--- src/rtl/core/rldc_pkg.sv ---
`timescale 1ns / 1ps
// ----------------------------------------------------------------------------
// rldc_pkg
// types, codes and helper functions of the route label director codec
// ----------------------------------------------------------------------------
package rldc_pkg;

  localparam int NUM_FORM_REGS = 4;
  localparam int LABEL_LIMIT   = 59;
  localparam int WORD_W        = 41;
  localparam int IN_TDATA_W    = 104;
  localparam int OUT_TDATA_W   = 104;

  // operations
  localparam logic [1:0] OP_PARSE     = 2'd0;
  localparam logic [1:0] OP_SERIALIZE = 2'd1;
  localparam logic [1:0] OP_CONVERT   = 2'd2;

  // result status
  localparam logic [1:0] ST_OK       = 2'd0;
  localparam logic [1:0] ST_NO_FORM  = 2'd1;
  localparam logic [1:0] ST_NO_REP   = 2'd2;
  localparam logic [1:0] ST_TOO_LONG = 2'd3;

  // register indexes
  localparam logic [2:0] REG_FORM_COUNT = 3'd0;
  localparam logic [2:0] REG_FORM0      = 3'd1;
  localparam logic [2:0] REG_FORM1      = 3'd2;
  localparam logic [2:0] REG_FORM2      = 3'd3;
  localparam logic [2:0] REG_FORM3      = 3'd4;

  // reset contents: the 3/5/8 scheme
  localparam logic [2:0]        RST_FORM_COUNT = 3'd3;
  localparam logic [WORD_W-1:0] RST_FORM0      = 41'd1121;
  localparam logic [WORD_W-1:0] RST_FORM1      = 41'd2210;
  localparam logic [WORD_W-1:0] RST_FORM2      = 41'd258;
  localparam logic [WORD_W-1:0] RST_FORM3      = 41'd0;

  // same bit layout as a form word
  typedef struct packed {
    logic [30:0] prefix;
    logic [4:0]  bits;
    logic [4:0]  plen;
  } form_t;

  typedef form_t [NUM_FORM_REGS-1:0] form_set_t;

  typedef struct packed {
    logic       ok;
    logic [1:0] idx;
  } match_t;

  function automatic logic [63:0] low_mask(logic [5:0] n);
    return (64'd1 << n) - 64'd1;
  endfunction

  function automatic logic [5:0] floor_log2(logic [63:0] v);
    logic [5:0] r;
    r = '0;
    for (int i = 1; i < 64; i++) begin
      if (v[i]) r = 6'(i);
    end
    return r;
  endfunction

  // first form whose prefix matches the label's low bits; with a single form, form 0 always matches
  function automatic match_t match_form(logic [63:0] label, form_set_t forms,
                                        logic [2:0] nforms);
    match_t     m;
    logic [63:0] msk;
    m = '0;
    if (nforms == 3'd1) begin
      m.ok  = 1'b1;
      m.idx = 2'd0;
    end else begin
      for (int i = NUM_FORM_REGS - 1; i >= 0; i--) begin
        msk = low_mask({1'b0, forms[i].plen});
        if ((3'(i) < nforms) && ((({33'd0, forms[i].prefix} ^ label) & msk) == 64'd0)) begin
          m.ok  = 1'b1;
          m.idx = 2'(i);
        end
      end
    end
    return m;
  endfunction

  function automatic logic is_358(form_set_t forms, logic [2:0] nforms);
    return (nforms == 3'd3) &&
           forms[0].bits == 5'd3 && forms[0].plen == 5'd1 && forms[0].prefix == 31'd1 &&
           forms[1].bits == 5'd5 && forms[1].plen == 5'd2 && forms[1].prefix == 31'd2 &&
           forms[2].bits == 5'd8 && forms[2].plen == 5'd2 && forms[2].prefix == 31'd0;
  endfunction

endpackage

--- src/rtl/core/route_label_director_codec.sv ---
`timescale 1ns / 1ps
// ----------------------------------------------------------------------------
// route_label_director_codec
// parses, serializes and converts variable-width route label directors
// ----------------------------------------------------------------------------
// Five register stages (match, parse, form select, serialize, output) with one
// shared advance signal: an item is taken every cycle while the output side
// takes results. The edge that accepts a transaction loads the match stage; its
// result then moves through the parse, form select, serialize and output
// registers before it is offered on m_tvalid. A stall at m_tready freezes every
// stage and lowers s_tready in the same cycle.
// Form words and the form count are written through the cfg port, which is
// always ready; write them only while no item is in flight. The 3/5/8 scheme
// is recognized by comparing the programmed forms and changes slot numbering.
module route_label_director_codec
  import rldc_pkg::*;
#(
  parameter int MAX_FORMS = 4
) (
  input  logic                   clk,
  input  logic                   rst,
  // cfg write channel
  input  logic                   cfg_valid,
  output logic                   cfg_ready,
  input  logic [2:0]             cfg_index,
  input  logic [WORD_W-1:0]      cfg_data,
  // input stream
  input  logic                   s_tvalid,
  output logic                   s_tready,
  // route_label[63:0], director[95:64], target_form[98:96], zero pad
  input  logic [IN_TDATA_W-1:0]  s_tdata,
  // operation[1:0]
  input  logic [1:0]             s_tuser,
  // result stream
  output logic                   m_tvalid,
  input  logic                   m_tready,
  // form_index[1:0], director_out[33:2], label_out[97:34], self_route[98],
  // one_hop[99], zero pad
  output logic [OUT_TDATA_W-1:0] m_tdata,
  // status[1:0]
  output logic [1:0]             m_tuser
);

  localparam int FORM_LIM = (MAX_FORMS < NUM_FORM_REGS) ? MAX_FORMS : NUM_FORM_REGS;

  // configuration registers
  logic [2:0]  form_count;
  form_set_t   forms;
  logic [2:0]  nforms;
  logic        scheme_358;

  assign cfg_ready = 1'b1;

  always_ff @(posedge clk) begin
    if (rst) begin
      form_count <= RST_FORM_COUNT;
      forms[0]   <= form_t'(RST_FORM0);
      forms[1]   <= form_t'(RST_FORM1);
      forms[2]   <= form_t'(RST_FORM2);
      forms[3]   <= form_t'(RST_FORM3);
    end else if (cfg_valid && cfg_ready) begin
      unique case (cfg_index)
        REG_FORM_COUNT: form_count <= cfg_data[2:0];
        REG_FORM0:      forms[0]   <= form_t'(cfg_data);
        REG_FORM1:      forms[1]   <= form_t'(cfg_data);
        REG_FORM2:      forms[2]   <= form_t'(cfg_data);
        REG_FORM3:      forms[3]   <= form_t'(cfg_data);
        default: ;  // indexes beyond the list are dropped
      endcase
    end
  end

  // forms in use, clamped to 1..FORM_LIM
  always_comb begin
    if (form_count == 3'd0) begin
      nforms = 3'd1;
    end else if (form_count > 3'(FORM_LIM)) begin
      nforms = 3'(FORM_LIM);
    end else begin
      nforms = form_count;
    end
  end

  assign scheme_358 = is_358(forms, nforms);

  // global advance: the whole pipe moves when the output slot frees up
  logic en;
  assign en       = !m_tvalid || m_tready;
  assign s_tready = en;

  logic v1, v2, v3, v4;

  always_ff @(posedge clk) begin
    if (rst) begin
      v1       <= 1'b0;
      v2       <= 1'b0;
      v3       <= 1'b0;
      v4       <= 1'b0;
      m_tvalid <= 1'b0;
    end else if (en) begin
      v1       <= s_tvalid;
      v2       <= v1;
      v3       <= v2;
      v4       <= v3;
      m_tvalid <= v4;
    end
  end

  // --------------------------------------------------------------------------
  // stage 1: input form match and label length
  // --------------------------------------------------------------------------
  logic [1:0]  p1_op;
  logic [63:0] p1_label;
  logic [31:0] p1_dir;
  logic [2:0]  p1_target;
  match_t      p1_m;
  logic [5:0]  p1_lg;

  always_ff @(posedge clk) begin
    if (en) begin
      p1_op     <= s_tuser;
      p1_label  <= s_tdata[63:0];
      p1_dir    <= s_tdata[95:64];
      p1_target <= s_tdata[98:96];
      p1_m      <= match_form(s_tdata[63:0], forms, nforms);
      p1_lg     <= floor_log2(s_tdata[63:0]);
    end
  end

  // --------------------------------------------------------------------------
  // stage 2: director extraction, flags, label remainder
  // --------------------------------------------------------------------------
  form_t       f1;
  logic [63:0] sh1, mask_b, mask_w;
  logic [30:0] d_raw;
  logic [31:0] d_par;
  logic [5:0]  w1;
  logic        self_c;

  always_comb begin
    f1     = forms[p1_m.idx];
    sh1    = p1_label >> f1.plen;
    mask_b = low_mask({1'b0, f1.bits});
    d_raw  = sh1[30:0] & mask_b[30:0];
    w1     = {1'b0, f1.plen} + {1'b0, f1.bits};
    mask_w = low_mask(w1);
    d_par  = {1'b0, d_raw};
    if (scheme_358) begin
      // slot 1 is skipped outside form 0, slots 0 and 1 swap inside it
      if (p1_m.idx != 2'd0) begin
        if (d_raw != 31'd0) d_par = {1'b0, d_raw} + 32'd1;
      end else if (d_raw == 31'd0) begin
        d_par = 32'd1;
      end else if (d_raw == 31'd1) begin
        d_par = 32'd0;
      end
      self_c = p1_m.ok && ((p1_label & mask_w) == 64'd1);
    end else begin
      self_c = (p1_label == 64'd1);
    end
  end

  logic [1:0]  p2_op;
  logic [2:0]  p2_target;
  match_t      p2_m;
  logic [31:0] p2_d, p2_sd;
  logic        p2_self, p2_hop;
  logic [63:0] p2_rest;

  always_ff @(posedge clk) begin
    if (en) begin
      p2_op     <= p1_op;
      p2_target <= p1_target;
      p2_m      <= p1_m;
      p2_d      <= d_par;
      p2_sd     <= (p1_op == OP_SERIALIZE) ? p1_dir : d_par;
      p2_self   <= self_c;
      p2_hop    <= p1_m.ok && (p1_lg == w1);
      p2_rest   <= p1_label >> w1;
    end
  end

  // --------------------------------------------------------------------------
  // stage 3: output form selection and slot remap
  // --------------------------------------------------------------------------
  logic        found, sub, fit, f_ok, ser_ok_c;
  logic [1:0]  f_auto, f_sel;
  logic [31:0] v_try, d_adj;

  always_comb begin
    found  = 1'b0;
    f_auto = 2'd0;
    // smallest form index that holds the director
    for (int i = NUM_FORM_REGS - 1; i >= 0; i--) begin
      sub   = scheme_358 && (i != 0);
      v_try = sub ? (p2_sd - 32'd1) : p2_sd;
      fit   = !(sub && p2_sd == 32'd0) && ((v_try >> forms[i].bits) == 32'd0);
      if ((3'(i) < nforms) && fit) begin
        found  = 1'b1;
        f_auto = 2'(i);
      end
    end
    if (p2_target[2]) begin
      f_sel = f_auto;
      f_ok  = found;
    end else begin
      f_sel = p2_target[1:0];
      f_ok  = p2_target < nforms;
    end
    d_adj    = p2_sd;
    ser_ok_c = f_ok;
    if (scheme_358) begin
      if (f_sel != 2'd0) begin
        if (p2_sd == 32'd1) ser_ok_c = 1'b0;
        if (p2_sd != 32'd0) d_adj = p2_sd - 32'd1;
      end else if (p2_sd == 32'd0) begin
        d_adj = 32'd1;
      end else if (p2_sd == 32'd1) begin
        d_adj = 32'd0;
      end
    end
  end

  logic [1:0]  p3_op;
  match_t      p3_m;
  logic [31:0] p3_d, p3_dadj;
  logic        p3_self, p3_hop, p3_ser_ok;
  logic [63:0] p3_rest;
  logic [5:0]  p3_lr;
  logic [1:0]  p3_fo;

  always_ff @(posedge clk) begin
    if (en) begin
      p3_op     <= p2_op;
      p3_m      <= p2_m;
      p3_d      <= p2_d;
      p3_dadj   <= d_adj;
      p3_self   <= p2_self;
      p3_hop    <= p2_hop;
      p3_ser_ok <= ser_ok_c;
      p3_rest   <= p2_rest;
      p3_lr     <= floor_log2(p2_rest);
      p3_fo     <= f_sel;
    end
  end

  // --------------------------------------------------------------------------
  // stage 4: serialized director
  // --------------------------------------------------------------------------
  form_t fo_form;
  assign fo_form = forms[p3_fo];

  logic [1:0]  p4_op;
  match_t      p4_m;
  logic [31:0] p4_d;
  logic        p4_self, p4_hop, p4_ser_ok;
  logic [63:0] p4_rest, p4_s;
  logic [5:0]  p4_lr;
  logic [1:0]  p4_fo;

  always_ff @(posedge clk) begin
    if (en) begin
      p4_op     <= p3_op;
      p4_m      <= p3_m;
      p4_d      <= p3_d;
      p4_self   <= p3_self;
      p4_hop    <= p3_hop;
      p4_ser_ok <= p3_ser_ok;
      p4_rest   <= p3_rest;
      p4_lr     <= p3_lr;
      p4_fo     <= p3_fo;
      p4_s      <= ({32'd0, p3_dadj} << fo_form.plen) | {33'd0, fo_form.prefix};
    end
  end

  // --------------------------------------------------------------------------
  // stage 5: converted label, length check, result assembly
  // --------------------------------------------------------------------------
  match_t      m5;
  logic [1:0]  of;
  form_t       of_form;
  logic [5:0]  ob;
  logic        too_long;
  logic [63:0] conv;

  logic [1:0]  st_c, fidx_c;
  logic [31:0] dout_c;
  logic [63:0] lout_c;
  logic        self_o, hop_o;

  always_comb begin
    m5       = match_form(p4_s, forms, nforms);
    of       = m5.ok ? m5.idx : p4_fo;  // unmatched result keeps the chosen form
    of_form  = forms[of];
    ob       = {1'b0, of_form.plen} + {1'b0, of_form.bits};
    too_long = ({1'b0, p4_lr} + {1'b0, ob}) > 7'(LABEL_LIMIT);
    conv     = (p4_rest << ob) | p4_s;

    st_c   = ST_OK;
    fidx_c = 2'd0;
    dout_c = 32'd0;
    lout_c = 64'd0;
    self_o = 1'b0;
    hop_o  = 1'b0;
    case (p4_op)
      OP_PARSE: begin
        self_o = p4_self;  // self flag survives a failed match
        if (!p4_m.ok) begin
          st_c = ST_NO_FORM;
        end else begin
          fidx_c = p4_m.idx;
          dout_c = p4_d;
          hop_o  = p4_hop;
        end
      end
      OP_SERIALIZE: begin
        if (!p4_ser_ok) begin
          st_c = ST_NO_REP;
        end else begin
          fidx_c = p4_fo;
          lout_c = p4_s;
        end
      end
      OP_CONVERT: begin
        if (!p4_m.ok) begin
          st_c = ST_NO_FORM;
        end else if (!p4_ser_ok) begin
          st_c = ST_NO_REP;
        end else if (too_long) begin
          st_c = ST_TOO_LONG;
        end else begin
          fidx_c = of;
          dout_c = p4_d;
          lout_c = conv;
        end
      end
      default: ;  // reserved operation: all zero result
    endcase
  end

  logic [1:0]  out_status, out_fidx;
  logic [31:0] out_dout;
  logic [63:0] out_lout;
  logic        out_self, out_hop;

  always_ff @(posedge clk) begin
    if (en) begin
      out_status <= st_c;
      out_fidx   <= fidx_c;
      out_dout   <= dout_c;
      out_lout   <= lout_c;
      out_self   <= self_o;
      out_hop    <= hop_o;
    end
  end

  assign m_tuser = out_status;
  assign m_tdata = {4'd0, out_hop, out_self, out_lout, out_dout, out_fidx};

  // bits of s_tdata above target_form are padding
  logic unused_pad;
  assign unused_pad = ^s_tdata[IN_TDATA_W-1:99];

endmodule

--- config.mk ---
export PLATFORM = sky130hd
export DESIGN_NAME = route_label_director_codec
export DESIGN_NICKNAME = d
export VERILOG_FILES = /design/src/rtl/core/rldc_pkg.sv /design/src/rtl/core/route_label_director_codec.sv
export SDC_FILE = /design/constraint.sdc
export NUM_CORES = 2
export LEC_CHECK = 0
export BUFFER_PORTS_ARGS = -buffer_cell sky130_fd_sc_hd__buf_2
export CORE_ASPECT_RATIO = 1.75
export CORE_MARGIN = 4
export CORE_UTILIZATION = 57
export DETAILED_ROUTE_END_ITERATION = 12
export PLACE_DENSITY = 0.78
export SYNTH_ARGS = -nofsm -noshare
export SYNTH_HDL_FRONTEND = slang
export SYNTH_SLANG_ARGS = --single-unit
--- constraint.sdc ---
create_clock -name clk -period 30.4 [get_ports clk]
set_input_delay 6.08 -clock clk [delete_from_list [all_inputs] [get_ports clk]]
set_output_delay 6.08 -clock clk [all_outputs]
set_load 0.05 [all_outputs]
==> metrics.cfg <==
[sta]
timing.slew.headroom_pct = 17.5
timing.final.setup_violations = 0
final_max_slew_viol_count = 0
hold-worst-slack_ns = 0.412
tightest_slew_ns = 1.22
fin_skew_ns = 0.0488
max_clock_freq_mhz = 77.7
fin_setup_tns_ns = 0
finalCriticalPeriod_ns = 12.87
finalHoldViolCount = 0
grt_setup_unrepaired = false
final_critical_path_share_of_the_clock_period_pct = 42.3

[die]
initial_utilization_pct = 57.3
pin_count = 264
die_area_um2 = 108000
floorplan.die.height_um = 431
die_w_um = 250
rows = 155
placeableCoreArea_um2 = 102000

[routing]
drt_pre_antenna_iters = 9
drt-wirelength-per-cell_um = 34.0
antenna_violating_nets_post_route = 0
drt_iter0_markers = 7387
vias_after_detailed_routing = 54900
remaining_drc_errors = 0
viasPerCell = 7.16
postRouteWirelength_mm = 261

[layout]
seqCellArea_um2 = 23500
commonest_non_fill_non_tap_cells_in_the_layout = nand2_1, edfxtp_1, nor2_1, a21oi_1, mux2i_1
nFillCells = 8541
layout.cells.most_common = nand2_1
drive_gt1_share_pct = 14.3
final_design_area_no_fill_um2 = 63200
layout.nets = 6453
area_growth_pct = 8.37
combined_area_of_the_multi_input_logic_cells_um2 = 32400

[power]
peakVddDrop_uv = 427
power_report.internal_total_uw = 3730
net-switching-power_uw = 4450
total_power_uw = 8180
static-leakage-power_uw = 0.0241
clockPowerShare_pct = 12.7
power.share.switching_pct = 54.4
sequentialPowerShare_pct = 22.3
p_per_area_nw_per_um2 = 129
share_comb_of_total_power_pct = 65.0

[logic_synthesis]
synth.ff_latch_count = 841
ys_dominant_reg_cell = edfxtp_1
synth-simple-area-share_pct = 17.4
post-synth-top-area-cell = edfxtp_1
synth_area_per_cell_um2 = 9.26
yosysSeqAreaShare_pct = 40.3
muxShareOfSynthArea_pct = 15.2
synthTopCellsByArea = edfxtp_1, mux2i_1, mux4_2, nand2_1, dfxtp_1
synth_compound_gate_area_share_pct = 16.7
synth_top_family_by_area = simple AND/OR/NAND/NOR gates
synthesis.instances = 6297
yosysWarningCount = 0
ffs_w_async_s_r_synth_pct = 0
area_share_of_fa_ha_maj_cells_after_synthesis_pct = 0.952
synth-xor-area-share_pct = 4.76
post_synth_instance_area_um2 = 58300
synth_largest_type_area_fraction_pct = 34.4
synth-edff-count = 669
netlist-cell-type-count = 109

[clocking]
post_cts_resize_count = 0
cts.path.max_buffers = 3
postCtsSetupRepairBufs = 0
htree_num_levels = 3
cts_hold_buffers = 0
cts-root-buf = clkbuf_16
tritoncts_clock_tree = done
worst_setup_hold_path_clk_slew_ns = 0.07
worstSkewPairLatency_ns = 0.74
numClockSinks = 841
cts_inserted_buffers = 78

[worst_setup_path]
worstSetupPathDepth = 3
critical_path_peak_fanout = 15
reg2reg_from = forms[85]
rr_worst_depth = 38
r2r_end = out_lout[11]
register_to_register_setup_slack_ns = 19.26
critPathCapture = s_tready
critical_path.startpoint_type = primary input
endpoint_kind = output pin
cp_data_arrival_time_ns = 6.79
path_common_cell = buf_2
cp-startpoint = m_tready
critPathBufInv = 2
crit_family = buffers and inverters
worstPathRequired_ns = 24.32
cp_slowest_cell = buf_2
timing_worst_setup_path_type = primary input to output pin
cpPeakStageDelay_ns = 0.33
critical_path_cell_by_cell = buf_2 > nand2b_4 > buf_2

[placed_design]
placed_area_um2 = 60500
finalWeightedCongestion = 1.14
place_hpwl_mm = 195
port_buffers = 253

[grt]
grt_pass1_wl_mm = 369
pin_count_of_the_biggest_net_entering_global_routing = 167
antenna_violations_before_repair = 19
grt_util_all_layers_pct = 47.0
grt_pass1_vias = 52400
grt_remaining_overflow = 0

[outcome]
result_of_the_run = finished clean

[run]
maxCapViolCount = 0

[worst_hold_path]
holdCritPathClass = flop to flop
hold_start = p3_d[3]

-- Yosys cell counts, drive strengths merged, types with 34 or more instances --
library cell / number
nand2: 925
edfxtp: 669
nor2: 578
a21oi: 565
clkbuf: 426
mux2i: 404
o21ai: 316
dfxtp: 172
mux4: 171
xnor2: 171
xor2: 145
inv: 124
nor4: 117
buf: 109
nor3: 108
nand3: 104
a211oi: 103
mux2: 85
and2: 69
nor2b: 63
nand4: 58
o31ai: 56
a31oi: 55
o211ai: 49
o22ai: 46
a22oi: 39
ha: 38
and3: 36
o21bai: 34
-- layout make-up --
class                   instances  area share, %
well taps                    1334           2.64
repair buffers                412           3.93
inverters                     128          0.760
flip-flops and latches        841           37.2
multi-input cells            4796           51.2
clock inverters                56           1.01
diodes                         15         0.0594
clock buffers                  88           3.19
-- how the worst min path moves through the flow --
stage | to | cells after the start | slack (ns)
4_1_cts | p4_m[0] | 0 | 0.41
5_1_grt | p3_m[1] | 0 | 0.42
2_1_floorplan | p2_target[0] | 0 | 0.40
6_report | p4_d[3] | 0 | 0.41
3_3_place_gp | p4_lr[1] | 0 | 0.40
3_5_place_dp | p4_lr[3] | 0 | 0.40
-- flip-flops by register name, indices dropped and copies added, names as in the netlist, 63 cells and up --
register  count
forms       164
out_lout     64
p1_label     64
p2_rest      64
p3_rest      64
p4_rest      64
p4_s         63
-- layer usage --
layer | up-vias | track usage, % | share of wire, %
met5 | - | 0.0454 | 0.041
met4 | 16 | 46.7 | 13
met3 | 1451 | 12.3 | 11
met2 | 4183 | 75.5 | 46
met1 | 26100 | 48.9 | 31
li1 | 23200 | - | -
-- power by group through the flow --
stage,clock [uW],sequential [uW],combinational [uW]
CTS,1040,1800,5100
finish,1040,1820,5320
detailed placement,0,1820,5060
global route,1090,1830,5520
floorplan,0,1680,3130
global placement,0,1800,5030
-- metrics by stage --
step | instances | utilization (%) | setup WS, ns
final | 7670 | 62.1 | 17.53
after global routing | 7657 | 62.1 | 17.51
after CTS | 7655 | 62.0 | 17.53
after detailed placement | 7511 | 59.4 | 17.53
after global placement | 7511 | 59.4 | 17.56
after floorplan | 6300 | - | 9.57
-- logic make-up after synthesis --
group                      Yosys count
AOI/OAI and AO/OA                 1551
xor gates and xnor gates           316
adders and majority gates           43
buffers and inverters              663
DFF                                841
muxes                              660
other                                2
and+or+nand+nor                   2221
-- worst register-to-register path: cells and delay by family, from the launching register on --
| kind | cells | cell delay [ns] |
|---|---|---|
| simple gates | 14 | 4.10 |
| buf+inv | 8 | 2.07 |
| fa+ha+maj | 4 | 1.47 |
| compound gates | 10 | 2.50 |
| flops | 1 | 0.43 |
| xor+xnor | 2 | 0.29 |
(Power assumes the default switching activity.)
